## src/rtl/bldc_pkg.sv

```systemverilog
`timescale 1ns / 1ps
// ----------------------------------------------------------------------------
// BLDC commutator package
// Event codes, run states, timer modes, reset values and the six-step table.
// ----------------------------------------------------------------------------
package bldc_pkg;

  localparam int unsigned NUM_SPEEDS_DEF = 16;
  localparam int unsigned NUM_STEPS      = 6;

  localparam logic [7:0]  START_DUTY_RST  = 8'd50;
  localparam logic [7:0]  RAMP_DWELL_RST  = 8'd10;
  localparam logic [15:0] STALL_LIMIT_RST = 16'd100;
  localparam logic [7:0]  TARGET_DUTY_RST = 8'd80;
  localparam logic [15:0] SINCE_MAX       = 16'hFFFF;

  typedef enum logic [2:0] {
    CMD_ENABLE   = 3'd0,
    CMD_DISABLE  = 3'd1,
    CMD_SET_DUTY = 3'd2,
    CMD_TICK     = 3'd3,
    CMD_OVERFLOW = 3'd4,
    CMD_EDGE     = 3'd5
  } cmd_e;

  typedef enum logic [1:0] {
    CFG_START_DUTY  = 2'd0,
    CFG_RAMP_DWELL  = 2'd1,
    CFG_STALL_LIMIT = 2'd2,
    CFG_BLANKING    = 2'd3
  } cfg_idx_e;

  typedef enum logic [3:0] {
    RS_STOPPED  = 4'b0001,
    RS_STARTING = 4'b0010,
    RS_CHANGING = 4'b0100,
    RS_NORMAL   = 4'b1000
  } run_state_e;

  typedef enum logic [1:0] {
    TM_OFF   = 2'd0,
    TM_BLANK = 2'd1,
    TM_RAMP  = 2'd2
  } timer_mode_e;

  localparam logic [1:0] LEG_U = 2'd0;
  localparam logic [1:0] LEG_V = 2'd1;
  localparam logic [1:0] LEG_W = 2'd2;

  typedef struct packed {
    logic [1:0]  run_state;
    logic [2:0]  phase;
    logic        drive_on;
    logic [1:0]  high_leg;
    logic [1:0]  low_leg;
    logic [1:0]  sense_leg;
    logic        edge_rising;
    logic [7:0]  duty;
    logic        comparator_armed;
    logic [1:0]  timer_mode;
    logic [3:0]  speed_index;
    logic [15:0] commutation_count;
  } result_t;

  function automatic logic [1:0] run_code(run_state_e rs);
    logic [1:0] c;
    c = 2'd0;
    case (rs)
      RS_STOPPED:  c = 2'd0;
      RS_STARTING: c = 2'd1;
      RS_CHANGING: c = 2'd2;
      RS_NORMAL:   c = 2'd3;
      default:     c = 2'd0;
    endcase
    return c;
  endfunction

  // step table: high, low, sense legs and expected edge direction
  function automatic logic [6:0] step_entry(logic [2:0] ph);
    logic [6:0] e;
    e = 7'd0;
    case (ph)
      3'd0:    e = {LEG_U, LEG_V, LEG_W, 1'b0};
      3'd1:    e = {LEG_U, LEG_W, LEG_V, 1'b1};
      3'd2:    e = {LEG_V, LEG_W, LEG_U, 1'b0};
      3'd3:    e = {LEG_V, LEG_U, LEG_W, 1'b1};
      3'd4:    e = {LEG_W, LEG_U, LEG_V, 1'b0};
      3'd5:    e = {LEG_W, LEG_V, LEG_U, 1'b1};
      default: e = 7'd0;
    endcase
    return e;
  endfunction

endpackage

```

## src/rtl/sensorless_bldc_commutator.sv

```systemverilog
`timescale 1ns / 1ps
// ----------------------------------------------------------------------------
// Sensorless BLDC six-step commutator
// Event-driven sequencer: open-loop ramp, changeover, back-EMF commutation,
// stall restart. One status snapshot is produced per event.
// ----------------------------------------------------------------------------
//  Channel   Handshake                 Payload
//  -------   -----------------------   -----------------------------------
//  event     in_valid_i / in_ready_o   cmd_i, duty_value_i
//  status    out_valid_o / out_ready_i run_state_o ... commutation_count_o
//  config    cfg_valid_i / cfg_ready_o cfg_index_i, cfg_data_i
//
//  One event per cycle while in_ready_o is high. State update is a single
//  registered pass; output is a two-entry buffer (output register plus skid):
//  a stalled output parks one snapshot in the skid, so one more event is taken.
//  in_ready_o drops only when both buffer entries are full.
//  Reset puts the motor in stopped with the bridge off; config is always ready.
// ----------------------------------------------------------------------------
module sensorless_bldc_commutator #(
  parameter int unsigned NUM_SPEEDS = bldc_pkg::NUM_SPEEDS_DEF
) (
  input  logic        clk_i,
  input  logic        rst_ni,
  input  logic        in_valid_i,
  output logic        in_ready_o,
  input  logic [2:0]  cmd_i,
  input  logic [7:0]  duty_value_i,
  output logic        out_valid_o,
  input  logic        out_ready_i,
  output logic [1:0]  run_state_o,
  output logic [2:0]  phase_o,
  output logic        drive_on_o,
  output logic [1:0]  high_leg_o,
  output logic [1:0]  low_leg_o,
  output logic [1:0]  sense_leg_o,
  output logic        edge_rising_o,
  output logic [7:0]  duty_o,
  output logic        comparator_armed_o,
  output logic [1:0]  timer_mode_o,
  output logic [3:0]  speed_index_o,
  output logic [15:0] commutation_count_o,
  input  logic        cfg_valid_i,
  output logic        cfg_ready_o,
  input  logic [1:0]  cfg_index_i,
  input  logic [15:0] cfg_data_i
);
  import bldc_pkg::*;

  localparam int unsigned SW = $clog2(NUM_SPEEDS);
  localparam logic [SW-1:0] SPEED_LAST = SW'(NUM_SPEEDS - 1);

  // configuration
  logic [7:0]  start_duty_q, ramp_dwell_q;
  logic [15:0] stall_limit_q;

  // sequencer state
  run_state_e  run_q, run_d;
  timer_mode_e tm_q, tm_d;
  logic [2:0]  phase_q, phase_d;
  logic [SW-1:0] speed_q, speed_d;
  logic [7:0]  dwell_q, dwell_d;
  logic [15:0] since_q, since_d;
  logic        armed_q, armed_d;
  logic [15:0] count_q, count_d;
  logic [7:0]  duty_q, duty_d;
  logic        drive_q, drive_d;
  logic [7:0]  target_q, target_d;

  // output buffer
  result_t     res_d, out_q, skid_q;
  logic        out_valid_q, skid_valid_q;

  logic        in_xfer, pop;
  logic [7:0]  dwell_inc;
  logic [15:0] since_inc;
  logic [2:0]  phase_inc;
  logic [6:0]  step;
  logic [SW+3:0] speed_ext;

  assign cfg_ready_o = 1'b1;
  assign in_ready_o  = !skid_valid_q;
  assign in_xfer     = in_valid_i && in_ready_o;
  assign pop         = out_valid_q && out_ready_i;

  // blanking length is kept by the external timer; that write is dropped here
  always_ff @(posedge clk_i or negedge rst_ni) begin
    if (!rst_ni) begin
      start_duty_q  <= START_DUTY_RST;
      ramp_dwell_q  <= RAMP_DWELL_RST;
      stall_limit_q <= STALL_LIMIT_RST;
    end else if (cfg_valid_i) begin
      case (cfg_index_i)
        CFG_START_DUTY:  start_duty_q  <= cfg_data_i[7:0];
        CFG_RAMP_DWELL:  ramp_dwell_q  <= cfg_data_i[7:0];
        CFG_STALL_LIMIT: stall_limit_q <= cfg_data_i;
        default: ;
      endcase
    end
  end

  assign dwell_inc = dwell_q + 8'd1;
  assign since_inc = (since_q == SINCE_MAX) ? since_q : since_q + 16'd1;
  assign phase_inc = (phase_q == 3'(NUM_STEPS - 1)) ? 3'd0 : phase_q + 3'd1;

  always_comb begin
    run_d    = run_q;
    tm_d     = tm_q;
    phase_d  = phase_q;
    speed_d  = speed_q;
    dwell_d  = dwell_q;
    since_d  = since_q;
    armed_d  = armed_q;
    count_d  = count_q;
    duty_d   = duty_q;
    drive_d  = drive_q;
    target_d = target_q;
    case (cmd_i)
      CMD_ENABLE: begin
        if (run_q == RS_STOPPED) begin
          run_d = RS_STARTING; tm_d = TM_RAMP; phase_d = 3'd0;
          speed_d = '0; dwell_d = 8'd0; since_d = 16'd0;
          armed_d = 1'b1; duty_d = start_duty_q; drive_d = 1'b1;
        end
      end
      CMD_DISABLE: begin
        run_d = RS_STOPPED; drive_d = 1'b0; armed_d = 1'b0;
      end
      CMD_SET_DUTY: begin
        target_d = duty_value_i;
        if (run_q == RS_NORMAL || run_q == RS_CHANGING) duty_d = duty_value_i;
      end
      CMD_TICK: begin
        since_d = since_inc;
        if (run_q == RS_STARTING) begin
          dwell_d = dwell_inc;
          if (dwell_inc >= ramp_dwell_q) begin
            dwell_d = 8'd0;
            if (speed_q >= SPEED_LAST) run_d = RS_CHANGING;
            else                       speed_d = speed_q + 1'b1;
          end
        end else if (run_q == RS_NORMAL && since_inc > stall_limit_q) begin
          // stall: restart the ramp
          run_d = RS_STARTING; tm_d = TM_RAMP; phase_d = 3'd0;
          speed_d = '0; dwell_d = 8'd0; since_d = 16'd0;
          armed_d = 1'b1; duty_d = start_duty_q; drive_d = 1'b1;
        end
      end
      CMD_OVERFLOW: begin
        if (tm_q != TM_OFF) begin
          if (run_q == RS_STARTING || run_q == RS_CHANGING) begin
            phase_d = phase_inc;
            drive_d = 1'b1;
            if (phase_inc == 3'd0 && run_q == RS_CHANGING) begin
              duty_d = target_q; run_d = RS_NORMAL;
              armed_d = 1'b0; tm_d = TM_BLANK; since_d = 16'd0;
            end
          end else begin
            armed_d = 1'b1; tm_d = TM_OFF;
          end
        end
      end
      CMD_EDGE: begin
        if (armed_q) begin
          armed_d = 1'b0;
          if (run_q == RS_NORMAL) begin
            phase_d = phase_inc; drive_d = 1'b1;
            tm_d = TM_BLANK; since_d = 16'd0;
            count_d = count_q + 16'd1;
          end
        end
      end
      default: ;
    endcase
  end

  always_comb begin
    step      = drive_d ? step_entry(phase_d) : 7'd0;
    speed_ext = {4'd0, speed_d};
    res_d.run_state         = run_code(run_d);
    res_d.phase             = phase_d;
    res_d.drive_on          = drive_d;
    res_d.high_leg          = step[6:5];
    res_d.low_leg           = step[4:3];
    res_d.sense_leg         = step[2:1];
    res_d.edge_rising       = step[0];
    res_d.duty              = duty_d;
    res_d.comparator_armed  = armed_d;
    res_d.timer_mode        = tm_d;
    res_d.speed_index       = speed_ext[3:0];
    res_d.commutation_count = count_d;
  end

  always_ff @(posedge clk_i or negedge rst_ni) begin
    if (!rst_ni) begin
      run_q    <= RS_STOPPED;
      tm_q     <= TM_OFF;
      phase_q  <= 3'd0;
      speed_q  <= '0;
      dwell_q  <= 8'd0;
      since_q  <= 16'd0;
      armed_q  <= 1'b0;
      count_q  <= 16'd0;
      duty_q   <= 8'd0;
      drive_q  <= 1'b0;
      target_q <= TARGET_DUTY_RST;
    end else if (in_xfer) begin
      run_q    <= run_d;
      tm_q     <= tm_d;
      phase_q  <= phase_d;
      speed_q  <= speed_d;
      dwell_q  <= dwell_d;
      since_q  <= since_d;
      armed_q  <= armed_d;
      count_q  <= count_d;
      duty_q   <= duty_d;
      drive_q  <= drive_d;
      target_q <= target_d;
    end
  end

  // output register plus skid entry
  always_ff @(posedge clk_i or negedge rst_ni) begin
    if (!rst_ni) begin
      out_valid_q  <= 1'b0;
      skid_valid_q <= 1'b0;
    end else if (skid_valid_q) begin
      if (pop) skid_valid_q <= 1'b0;
    end else if (!out_valid_q || pop) begin
      out_valid_q <= in_xfer;
    end else if (in_xfer) begin
      skid_valid_q <= 1'b1;
    end
  end

  always_ff @(posedge clk_i) begin
    if (skid_valid_q) begin
      if (pop) out_q <= skid_q;
    end else if (!out_valid_q || pop) begin
      if (in_xfer) out_q <= res_d;
    end else if (in_xfer) begin
      skid_q <= res_d;
    end
  end

  assign out_valid_o         = out_valid_q;
  assign run_state_o         = out_q.run_state;
  assign phase_o             = out_q.phase;
  assign drive_on_o          = out_q.drive_on;
  assign high_leg_o          = out_q.high_leg;
  assign low_leg_o           = out_q.low_leg;
  assign sense_leg_o         = out_q.sense_leg;
  assign edge_rising_o       = out_q.edge_rising;
  assign duty_o              = out_q.duty;
  assign comparator_armed_o  = out_q.comparator_armed;
  assign timer_mode_o        = out_q.timer_mode;
  assign speed_index_o       = out_q.speed_index;
  assign commutation_count_o = out_q.commutation_count;

  a_xfer_gives_result: assert property (@(posedge clk_i) disable iff (!rst_ni)
    in_xfer |=> out_valid_q)
    else $error("transferred event produced no status");

  a_skid_behind_out: assert property (@(posedge clk_i) disable iff (!rst_ni)
    skid_valid_q |-> out_valid_q)
    else $error("skid entry held with empty output register");

  a_phase_range: assert property (@(posedge clk_i) disable iff (!rst_ni)
    phase_q <= 3'(NUM_STEPS - 1))
    else $error("phase out of six-step range");

  a_stopped_bridge_off: assert property (@(posedge clk_i) disable iff (!rst_ni)
    run_q == RS_STOPPED |-> !drive_q)
    else $error("bridge driven while stopped");

  a_speed_range: assert property (@(posedge clk_i) disable iff (!rst_ni)
    speed_q <= SPEED_LAST)
    else $error("speed index beyond ramp table");

endmodule

```

## config.mk

```make
export PLATFORM = sky130hd
export DESIGN_NAME = sensorless_bldc_commutator
export DESIGN_NICKNAME = d
export VERILOG_FILES = /design/src/rtl/bldc_pkg.sv /design/src/rtl/sensorless_bldc_commutator.sv
export SDC_FILE = /design/constraint.sdc
export NUM_CORES = 1
export LEC_CHECK = 0
export ABC_AREA = 1
export BUFFER_PORTS_ARGS = -buffer_cell sky130_fd_sc_hd__buf_2
export CORE_MARGIN = 2
export CORE_UTILIZATION = 60
export CTS_CLUSTER_DIAMETER = 30
export DETAILED_ROUTE_END_ITERATION = 7
export GPL_TIMING_DRIVEN = 1
export PLACE_DENSITY = 0.8
export SYNTH_ARGS = -nofsm -noshare
export SYNTH_HDL_FRONTEND = slang
export SYNTH_SLANG_ARGS = --single-unit
```

## constraint.sdc

```tcl
create_clock -name clk_i -period 4.4 [get_ports clk_i]
set_clock_uncertainty 0.1 [all_clocks]
set_input_delay 0.22 -clock clk_i [delete_from_list [all_inputs] [get_ports clk_i]]
set_output_delay 0.22 -clock clk_i [all_outputs]
set_load 0.1 [all_outputs]
```

; ---- Word level (Yosys, flattened, before mapping)
; Cells that the tools add are included.
[classes]
n_lt_le_gt_ge = 3
add_sub_neg = 5
muxes = 85
n_reduce_logical = 28
bitwise_logic = 2
n_eq_ne = 29
[ops]
columns = op, count
row1 = $mux W16, 12
row2 = $mux W44, 4
row3 = $mux W8, 11
row4 = $pmux W16 S4, 1
row5 = $mux W4, 13
row6 = $pmux W7 S6, 1
row7 = $add A16 B1 Y16 const B, 2
row8 = $pmux W8 S4, 1
row9 = $mux W3, 8
row10 = $mux W1, 17
row11 = $eq A16 B16 Y1 const B, 1
row12 = $gt A16 B16 Y1, 1
row13 = $mux W2, 8
row14 = $pmux W4 S4, 1
row15 = $pmux W8 S2, 1
row16 = $eq A3 B3 Y1 const B, 5
row17 = $eq A3 B2 Y1 const B, 4
row18 = $ne A2 B2 Y1 const B, 6
row19 = $pmux W3 S4, 1
row20 = $reduce_and A2 Y1, 5
row21 = $logic_not A3 Y1, 3
row22 = $add A8 B1 Y8 const B, 1
row23 = $eq A4 B2 Y1 const B, 2
row24 = $eq A4 B3 Y1 const B, 2
row25 = other kinds (28), 41
[word_totals]
word_cells = 192
input_bits = 34
regBits = 193

; ---- Logic depth before layout (Yosys ltp)
; Gate-level depths: netlist (run 1).
[logic_depth]
depth_word = 13
depth_mapped = 30

; ---- Least setup slack after synthesis (run 1)
; Ideal clock, no wire load.
[synth_path]
kind = flip-flop to flip-flop
startpoint = register out_valid_q, in the netlist out_valid_o
endpoint = register skid_q[0] (netlist bit) (enable)
setup_slack_ps = 757
stages_incl_launch_ff = 5
t_arrival_ps = 3096
required_time_ps = 3853
cell_sequence = dfrtp_1 > inv_1 > nor2_1 > inv_1 > nor2_1
[synth_via]
elab_chain_cells = 4
elab_cells_between_ends = 5
[synth_rtl]
columns = element, line_no
row1 = start: declaration, sensorless_bldc_commutator.sv:71  ; logic out_valid_q, skid_valid_q;
row2 = start signal: assignment, sensorless_bldc_commutator.sv:229  ; out_valid_q <= in_xfer;
row3 = $logic_not A1 Y1 / $logic_and A1 B1 Y1 (equally long branches), "sensorless_bldc_commutator.sv:238, sensorless_bldc_commutator.sv:83"
row4 = $logic_or A1 B1 Y1 (*), sensorless_bldc_commutator.sv:238  ; end else if (!out_valid_q || pop) begin
row5 = $not A1 Y1 (no line) (*), n/a
row6 = $reduce_and A3 Y1 (no line) (*), n/a
row7 = end signal: assignment, sensorless_bldc_commutator.sv:241  ; skid_q <= res_d;
row8 = end: declaration, sensorless_bldc_commutator.sv:70  ; result_t res_d, out_q, skid_q;
; Mark *: on every way between the ends. The rest lies on a longest branch, timed or not.
; A chain may end at the register's enable or synchronous reset.

==> results.yml, run 1 <==
clock_tree:
  cts_tree: "built"
  path_clk_slew_ps: 70
  cts.sinks: 193
  cts-root-buf: "clkbuf_16"
  cts_max_level: 4
  clk_path_buf_depth: 2
  cts_made_buffers: 17
  clk-insertion-delay-late_ps: 430
routing:
  first_pass_iters: 7
  via_per_inst: 5.52
  drt_iter0_markers: 820
  routed_wl_mm: 22.7
  num_vias: 8356
  drc: 0
  wl_per_cell_um: 15.0
  ant_nets: 0
setup_path:
  worstSetupEndpointType: "flip-flop"
  critPathSlowestCell: "dfrtp_1"
  crit_fanout: 8
  critPathMaxStageDelay_ps: 370
  crit_required_ps: 4480
  cp.arrival_ps: 4100
  crit_top_cell: "nand2_1"
  crit_type: "reg -> reg"
  start_kind: "flip-flop"
sta:
  max_freq_ghz: 0.249
  max-slew-margin-rel: 0.205
  fin_crit_sh: 0.914
  slew_viol_final: 0
  fin_hold_ws_ps: 19.8
  period_needed_ps: 4020
  tightest_slew_ps: 1190
  setup_violations: 0
  finalHoldViolations: 0
logic_synthesis:
  syn_area_sq_um: 10100
  synthesis.nets: 1248
  yosys.area.top_type: "edfxtp_1"
  ys_ff_latch: 193
  ys_types: 51
  synth.area.top_cells: "edfxtp_1 (26%), dfrtp_1 (23%), nand2_1 (11%), o21ai_0 (6.7%), inv_1 (6.2%)"
  ys.flop_type: "dfrtp_1"
  async_flop_share: 0.544
  ys_seq_area_frac: 0.521
  synth-edff-count: 88
  yosysMostFrequentCell: "nand2_1"
  synth.top_cell.area_share: 0.261
  yosysWarnings: 0
  synth_common_cells: "nand2_1 (304), inv_1 (168), o21ai_0 (135)"
  syn_avg_cell_area_sq_um: 8.54
  postSynthCellCount: 1186
finish:
  drive_gt1_frac: 0.148
  fin_nets: 1343
  design_area_sq_um: 11600
  fin_cells: 1515
  areaGrowthSynthToFinish_pct: 14.1
power_and_ir_drop:
  swShare: 0.465
  power_frac_seq: 0.391
  p_clk_frac: 0.209
  power_density_nw_per_um2: 613
  power.static_leakage_nw: 5.40
  combPwrFrac: 0.400
  intPower_mw: 3.79
  ir_worst_vdd_uv: 558
  switchingPower_mw: 3.30
min_path:
  hold_class: "in -> reg"
placement:
  dp.cells: 1457
  place.detailed.hpwl_mm: 15.6
  placed_area_sq_um: 10700
  io_buffers: 79
  place.gp.congestion: 0.932
floorplanning:
  fp-row-count: 47
  ios: 81
  die_y_um: 134
  die_w_um: 134
  core_sq_um: 16500
  die_area_sq_um: 17900
  start_util: 0.613
global_routing:
  grt_pass1_vias: 8059
  grtUsageTotal: 0.267
  overflow: 0
  antenna_found_initial: 1
  grt_max_degree: 72
  grt_first_pass_wirelength_mm: 38.5
status:
  status: "completed"
flow_run:
  max_cap_violations: 0
-- worst paths after layout --
kind                                    startpoint                             to  slack, ps  cells after the start
max                         since_q[1]$_DFFE_PN0P_     speed_index_o[3]$_DFFE_PP_        380                     25
min                                  cfg_data_i[1]    ramp_dwell_q[1]$_DFFE_PN1P_         20                      3
max reg2reg                 since_q[1]$_DFFE_PN0P_     speed_index_o[3]$_DFFE_PP_        380                     25
min reg2reg                target_q[7]$_DFFE_PN0P_        target_q[7]$_DFFE_PN0P_        390                      2
max in group asynchronous                   rst_ni    ramp_dwell_q[1]$_DFFE_PN1P_       2770                      3
min in group asynchronous                   rst_ni  stall_limit_q[14]$_DFFE_PN0P_        380                      2
-- cell type report --
type / count / area [sq um]
Clock inverter: 14 / 129
Multi-Input combinational cell: 779 / 4070
Timing Repair Buffer: 112 / 692
Fill cell: 1308 / 4970
Inverter: 178 / 673
Sequential cell: 193 / 5290
Antenna cell: 1 / 2.50
Tap cell: 220 / 275
Clock buffer: 18 / 429
-- critical path: cells and delay by family, from the launching register on --
family | cells | cell delay (ps)
AND/OR/NAND/NOR | 17 | 2060
adder cells (fa/ha/maj) | 2 | 430
buffers and inverters | 4 | 470
AO/OA/AOI/OAI | 1 | 110
flip-flops | 1 | 370
XOR/XNOR | 1 | 210
-- power by group through the flow --
| stage | registers (mW) | logic (mW) | clock network (mW) |
|---|---|---|---|
| after detailed placement | 2.80 | 2.79 | 0 |
| after global routing | 2.83 | 3.05 | 1.57 |
| after global placement | 2.80 | 2.75 | 0 |
| after floorplan | 4.04 | 1.03 | 0 |
| after CTS | 2.77 | 2.82 | 1.49 |
| final | 2.78 | 2.83 | 1.48 |
-- registers in the layout, summed over array words and instances (netlist names), 16 cells and up --
register             flops
skid_q                  44
commutation_count_o     16
count_q                 16
since_q                 16
stall_limit_q           16
-- cells by family (layout without fill, tap and decap cells) --
group                    after synthesis  after routing  synth area share
XOR/XNOR                              26             26            0.0225
adder cells (fa/ha/maj)               28             28            0.0346
AND/OR/NAND/NOR                      479            479             0.206
flip-flops                           193            193             0.521
other                                  1              2          0.000370
AO/OA/AOI/OAI                        245            245             0.134
buffers and inverters                214            322            0.0819
-- per-layer routing --
| metal | up-vias | track usage | part of all wire |
|---|---|---|---|
| met3 | 54 | 0.0457 | 0.063 |
| met5 | - | 0 | 0 |
| met1 | 3895 | 0.366 | 0.44 |
| li1 | 4103 | - | - |
| met4 | 0 | 0.108 | 0.025 |
| met2 | 304 | 0.427 | 0.47 |
-- cell usage in the layout (no fill, tap or decap), drive strengths merged, types with 8 or more instances in the layout --
cell	synthesis	final
dfstp	11	11
o211ai	8	8
nand3	51	51
nand4	15	15
dlygate4sd3	0	17
o21ai	154	154
xor2	24	24
edfxtp	88	88
inv	177	182
clkbuf	24	18
a21oi	37	37
o21a	8	8
dfrtp	94	94
nor2	69	69
ha	28	28
nor3	17	17
buf	11	95
o22ai	15	15
nand2	316	316
-- per-stage QoR --
step / worst slack [ps] / utilization / setup TNS [ps] / power (mW)
final: 377 / 0.699 / 0 / 7.09
after global routing: -4.75 / 0.699 / -4.75 / 7.46
after CTS: 292 / 0.693 / 0 / 7.09
after detailed placement: 308 / 0.649 / 0 / 5.60
after global placement: 494 / 0.649 / 0 / 5.54
after floorplan: 757 / - / 0 / 5.06
-- timing repair --
action                                  4_1_cts  5_1_grt
hold buffers                                 17        0
endpoints found under the setup margin        0       49
setup buffers                                 0        8
endpoints found under the hold margin        77        0
resized for setup                             0       11
No activity file was read; power rests on OpenSTA's default activity.
==> inputs of run 2 (changes only) <==
--- a/config.mk
+++ b/config.mk
@@ -6,7 +6,7 @@
 export NUM_CORES = 1
 export LEC_CHECK = 0
 export ABC_AREA = 1
-export BUFFER_PORTS_ARGS = -buffer_cell sky130_fd_sc_hd__buf_2
+export BUFFER_PORTS_ARGS = -buffer_cell sky130_fd_sc_hd__buf_4
 export CORE_MARGIN = 2
 export CORE_UTILIZATION = 60
 export CTS_CLUSTER_DIAMETER = 30
==> results.yml, run 2 (synthesis gave the netlist of run 1 again) <==
power_and_ir_drop:
  power_density_nw_per_um2: 630
  intPower_mw: 4.16
  power.static_leakage_nw: 5.54
  combPwrFrac: 0.406
  p_clk_frac: 0.230
  power.total_mw: 7.50
  power_frac_seq: 0.363
  switchingPower_mw: 3.34
  swShare: 0.445
  ir_worst_vdd_uv: 543
sta:
  fin_crit_sh: 0.927
  finalHoldViolations: 0
  slew_viol_final: 0
  max-slew-margin-rel: 0.314
  period_needed_ps: 4080
  tightest_slew_ps: 1030
  max_freq_ghz: 0.245
  fin_tns_setup_ps: 0
  setup_violations: 0
floorplanning:
  die_y_um: 134
  die_area_sq_um: 17900
  fp-row-count: 47
  die_w_um: 134
  start_util: 0.613
  core_sq_um: 16500
  ios: 81
setup_path:
  r2r-end: "low_leg_o[0]$_DFFE_PP_"
  cp.arrival_ps: 4290
  crit_required_ps: 4610
  start_kind: "flip-flop"
  crit_fanout: 7
  critPathSlowestCell: "dfrtp_1"
  critPathMaxStageDelay_ps: 390
  crit_type: "reg -> reg"
  worstSetupEndpointType: "flip-flop"
  path_depth: 26
  rrSetupSlack_ps: 320
  cpLargestDelayFamily: "simple AND/OR/NAND/NOR gates"
  critical_path_buf_inv_count: 2
  r2r_cells: 26
  r2r-start: "since_q[0]$_DFFE_PN0P_"
  crit_top_cell: "nand2_1"
min_path:
  hold_depth: 3
  min_from: "duty_value_i[7]"
  worstHoldEndpoint: "target_q[7]$_DFFE_PN0P_"
  hold_class: "in -> reg"
finish:
  largest_register_ffs: 44
  drive_gt1_frac: 0.151
  layout_commonest_cell: "nand2_1"
  n_fill_cell: 1220
  final_cell_mix: "nand2_1 (303), inv_1 (167), o21ai_0 (135), buf_4 (95), dfrtp_1 (93)"
  n_antenna_cell: 0
  top_register: "skid_q"
  fin_cells: 1520
  fin_nets: 1349
  areaGrowthSynthToFinish_pct: 17.4
global_routing:
  grt_pass1_vias: 7824
  overflow: 0
  grtUsageTotal: 0.268
  antenna_found_initial: 0
  grt_first_pass_wirelength_mm: 38.1
  grt_max_degree: 83
placement:
  dp.cells: 1458
  place.gp.congestion: 0.945
  place.detailed.hpwl_mm: 15.7
  io_buffers: 79
routing:
  via_per_inst: 5.54
  wl_per_cell_um: 15.3
  first_pass_iters: 8
  drt_iter0_markers: 709
  num_vias: 8425
  routed_wl_mm: 23.3
  ant_nets: 0
  drc: 0
clock_tree:
  cts_max_level: 4
  cts.sinks: 193
  cts_made_buffers: 17
  path_clk_slew_ps: 70
  cts_tree: "built"
  clk_path_buf_depth: 2
  clk-insertion-delay-late_ps: 440
  cts-root-buf: "clkbuf_16"
status:
  status: "completed"
flow_run:
  max_cap_violations: 0
-- run 2: changes by cell type in the layout (fill, tap and decap cells not counted), moves of 4 or more --
cell / change
buf_4: +79
buf_2: -78
dlygate4sd3_1: +5
bufinv_16: +4
-- run 2: tightest hold or removal path, stage by stage --
cell     delay (ps)
buf_4           110
inv_1            70
o21ai_0          90
-- run 2: what timing repair did --
item	CTS	global route
endpoints found under the hold margin	98	0
hold buffers	22	0
gates resized for setup	0	9
setup endpoints to repair	0	86
setup buffers	0	7
-- run 2: stage by stage --
stage | worst slack, ps | cell area [sq um] | util | hold WS [ps]
after global placement | 315 | 10900 | 0.661 | 362
after global routing | -12.4 | 11900 | 0.720 | 10.4
after detailed placement | 206 | 10900 | 0.661 | 368
after floorplan | 757 | 10100 | - | -176
final | 323 | 11900 | 0.720 | 10.2
after CTS | 146 | 11800 | 0.715 | 4.55
-- run 2: per-layer routing --
layer,vias to the layer above,global-route usage,part of all wire
li1,4122,-,-
met1,3918,0.357,0.43
met2,325,0.434,0.47
met3,60,0.0525,0.062
met4,0,0.112,0.031
met5,-,0,0
-- run 2: power by group through the flow --
stage	Clock (mW)	Combinational, mW	Sequential (mW)
after detailed placement	0	2.99	2.75
after CTS	1.74	3.03	2.72
after global routing	1.81	3.27	2.77
after global placement	0	2.94	2.74
after floorplan	0	1.03	4.04
final	1.73	3.05	2.72
-- run 2: how the worst max path moves through the flow --
| stage | start | endpoint | slack [ps] |
|---|---|---|---|
| 2_1_floorplan | out_valid_o$_DFFE_PN0P_ | skid_q[0]$_DFFE_PP_ | 760 |
| 3_3_place_gp | since_q[0]$_DFFE_PN0P_ | sense_leg_o[1]$_DFFE_PP_ | 320 |
| 3_5_place_dp | since_q[0]$_DFFE_PN0P_ | sense_leg_o[1]$_DFFE_PP_ | 210 |
| 4_1_cts | since_q[0]$_DFFE_PN0P_ | sense_leg_o[1]$_DFFE_PP_ | 150 |
| 5_1_grt | since_q[0]$_DFFE_PN0P_ | low_leg_o[0]$_DFFE_PP_ | -10 |
| 6_report | since_q[0]$_DFFE_PN0P_ | low_leg_o[0]$_DFFE_PP_ | 320 |
-- run 2: layout make-up --
| type | instances | area [sq um] | area share |
|---|---|---|---|
| well taps | 220 | 275 | 0.0231 |
| clock inverters | 14 | 223 | 0.0187 |
| inverters | 178 | 673 | 0.0566 |
| clock buffers | 18 | 439 | 0.0369 |
| multi-input cells | 780 | 4070 | 0.342 |
| flip-flops and latches | 193 | 5290 | 0.444 |
| repair buffers | 117 | 933 | 0.0784 |
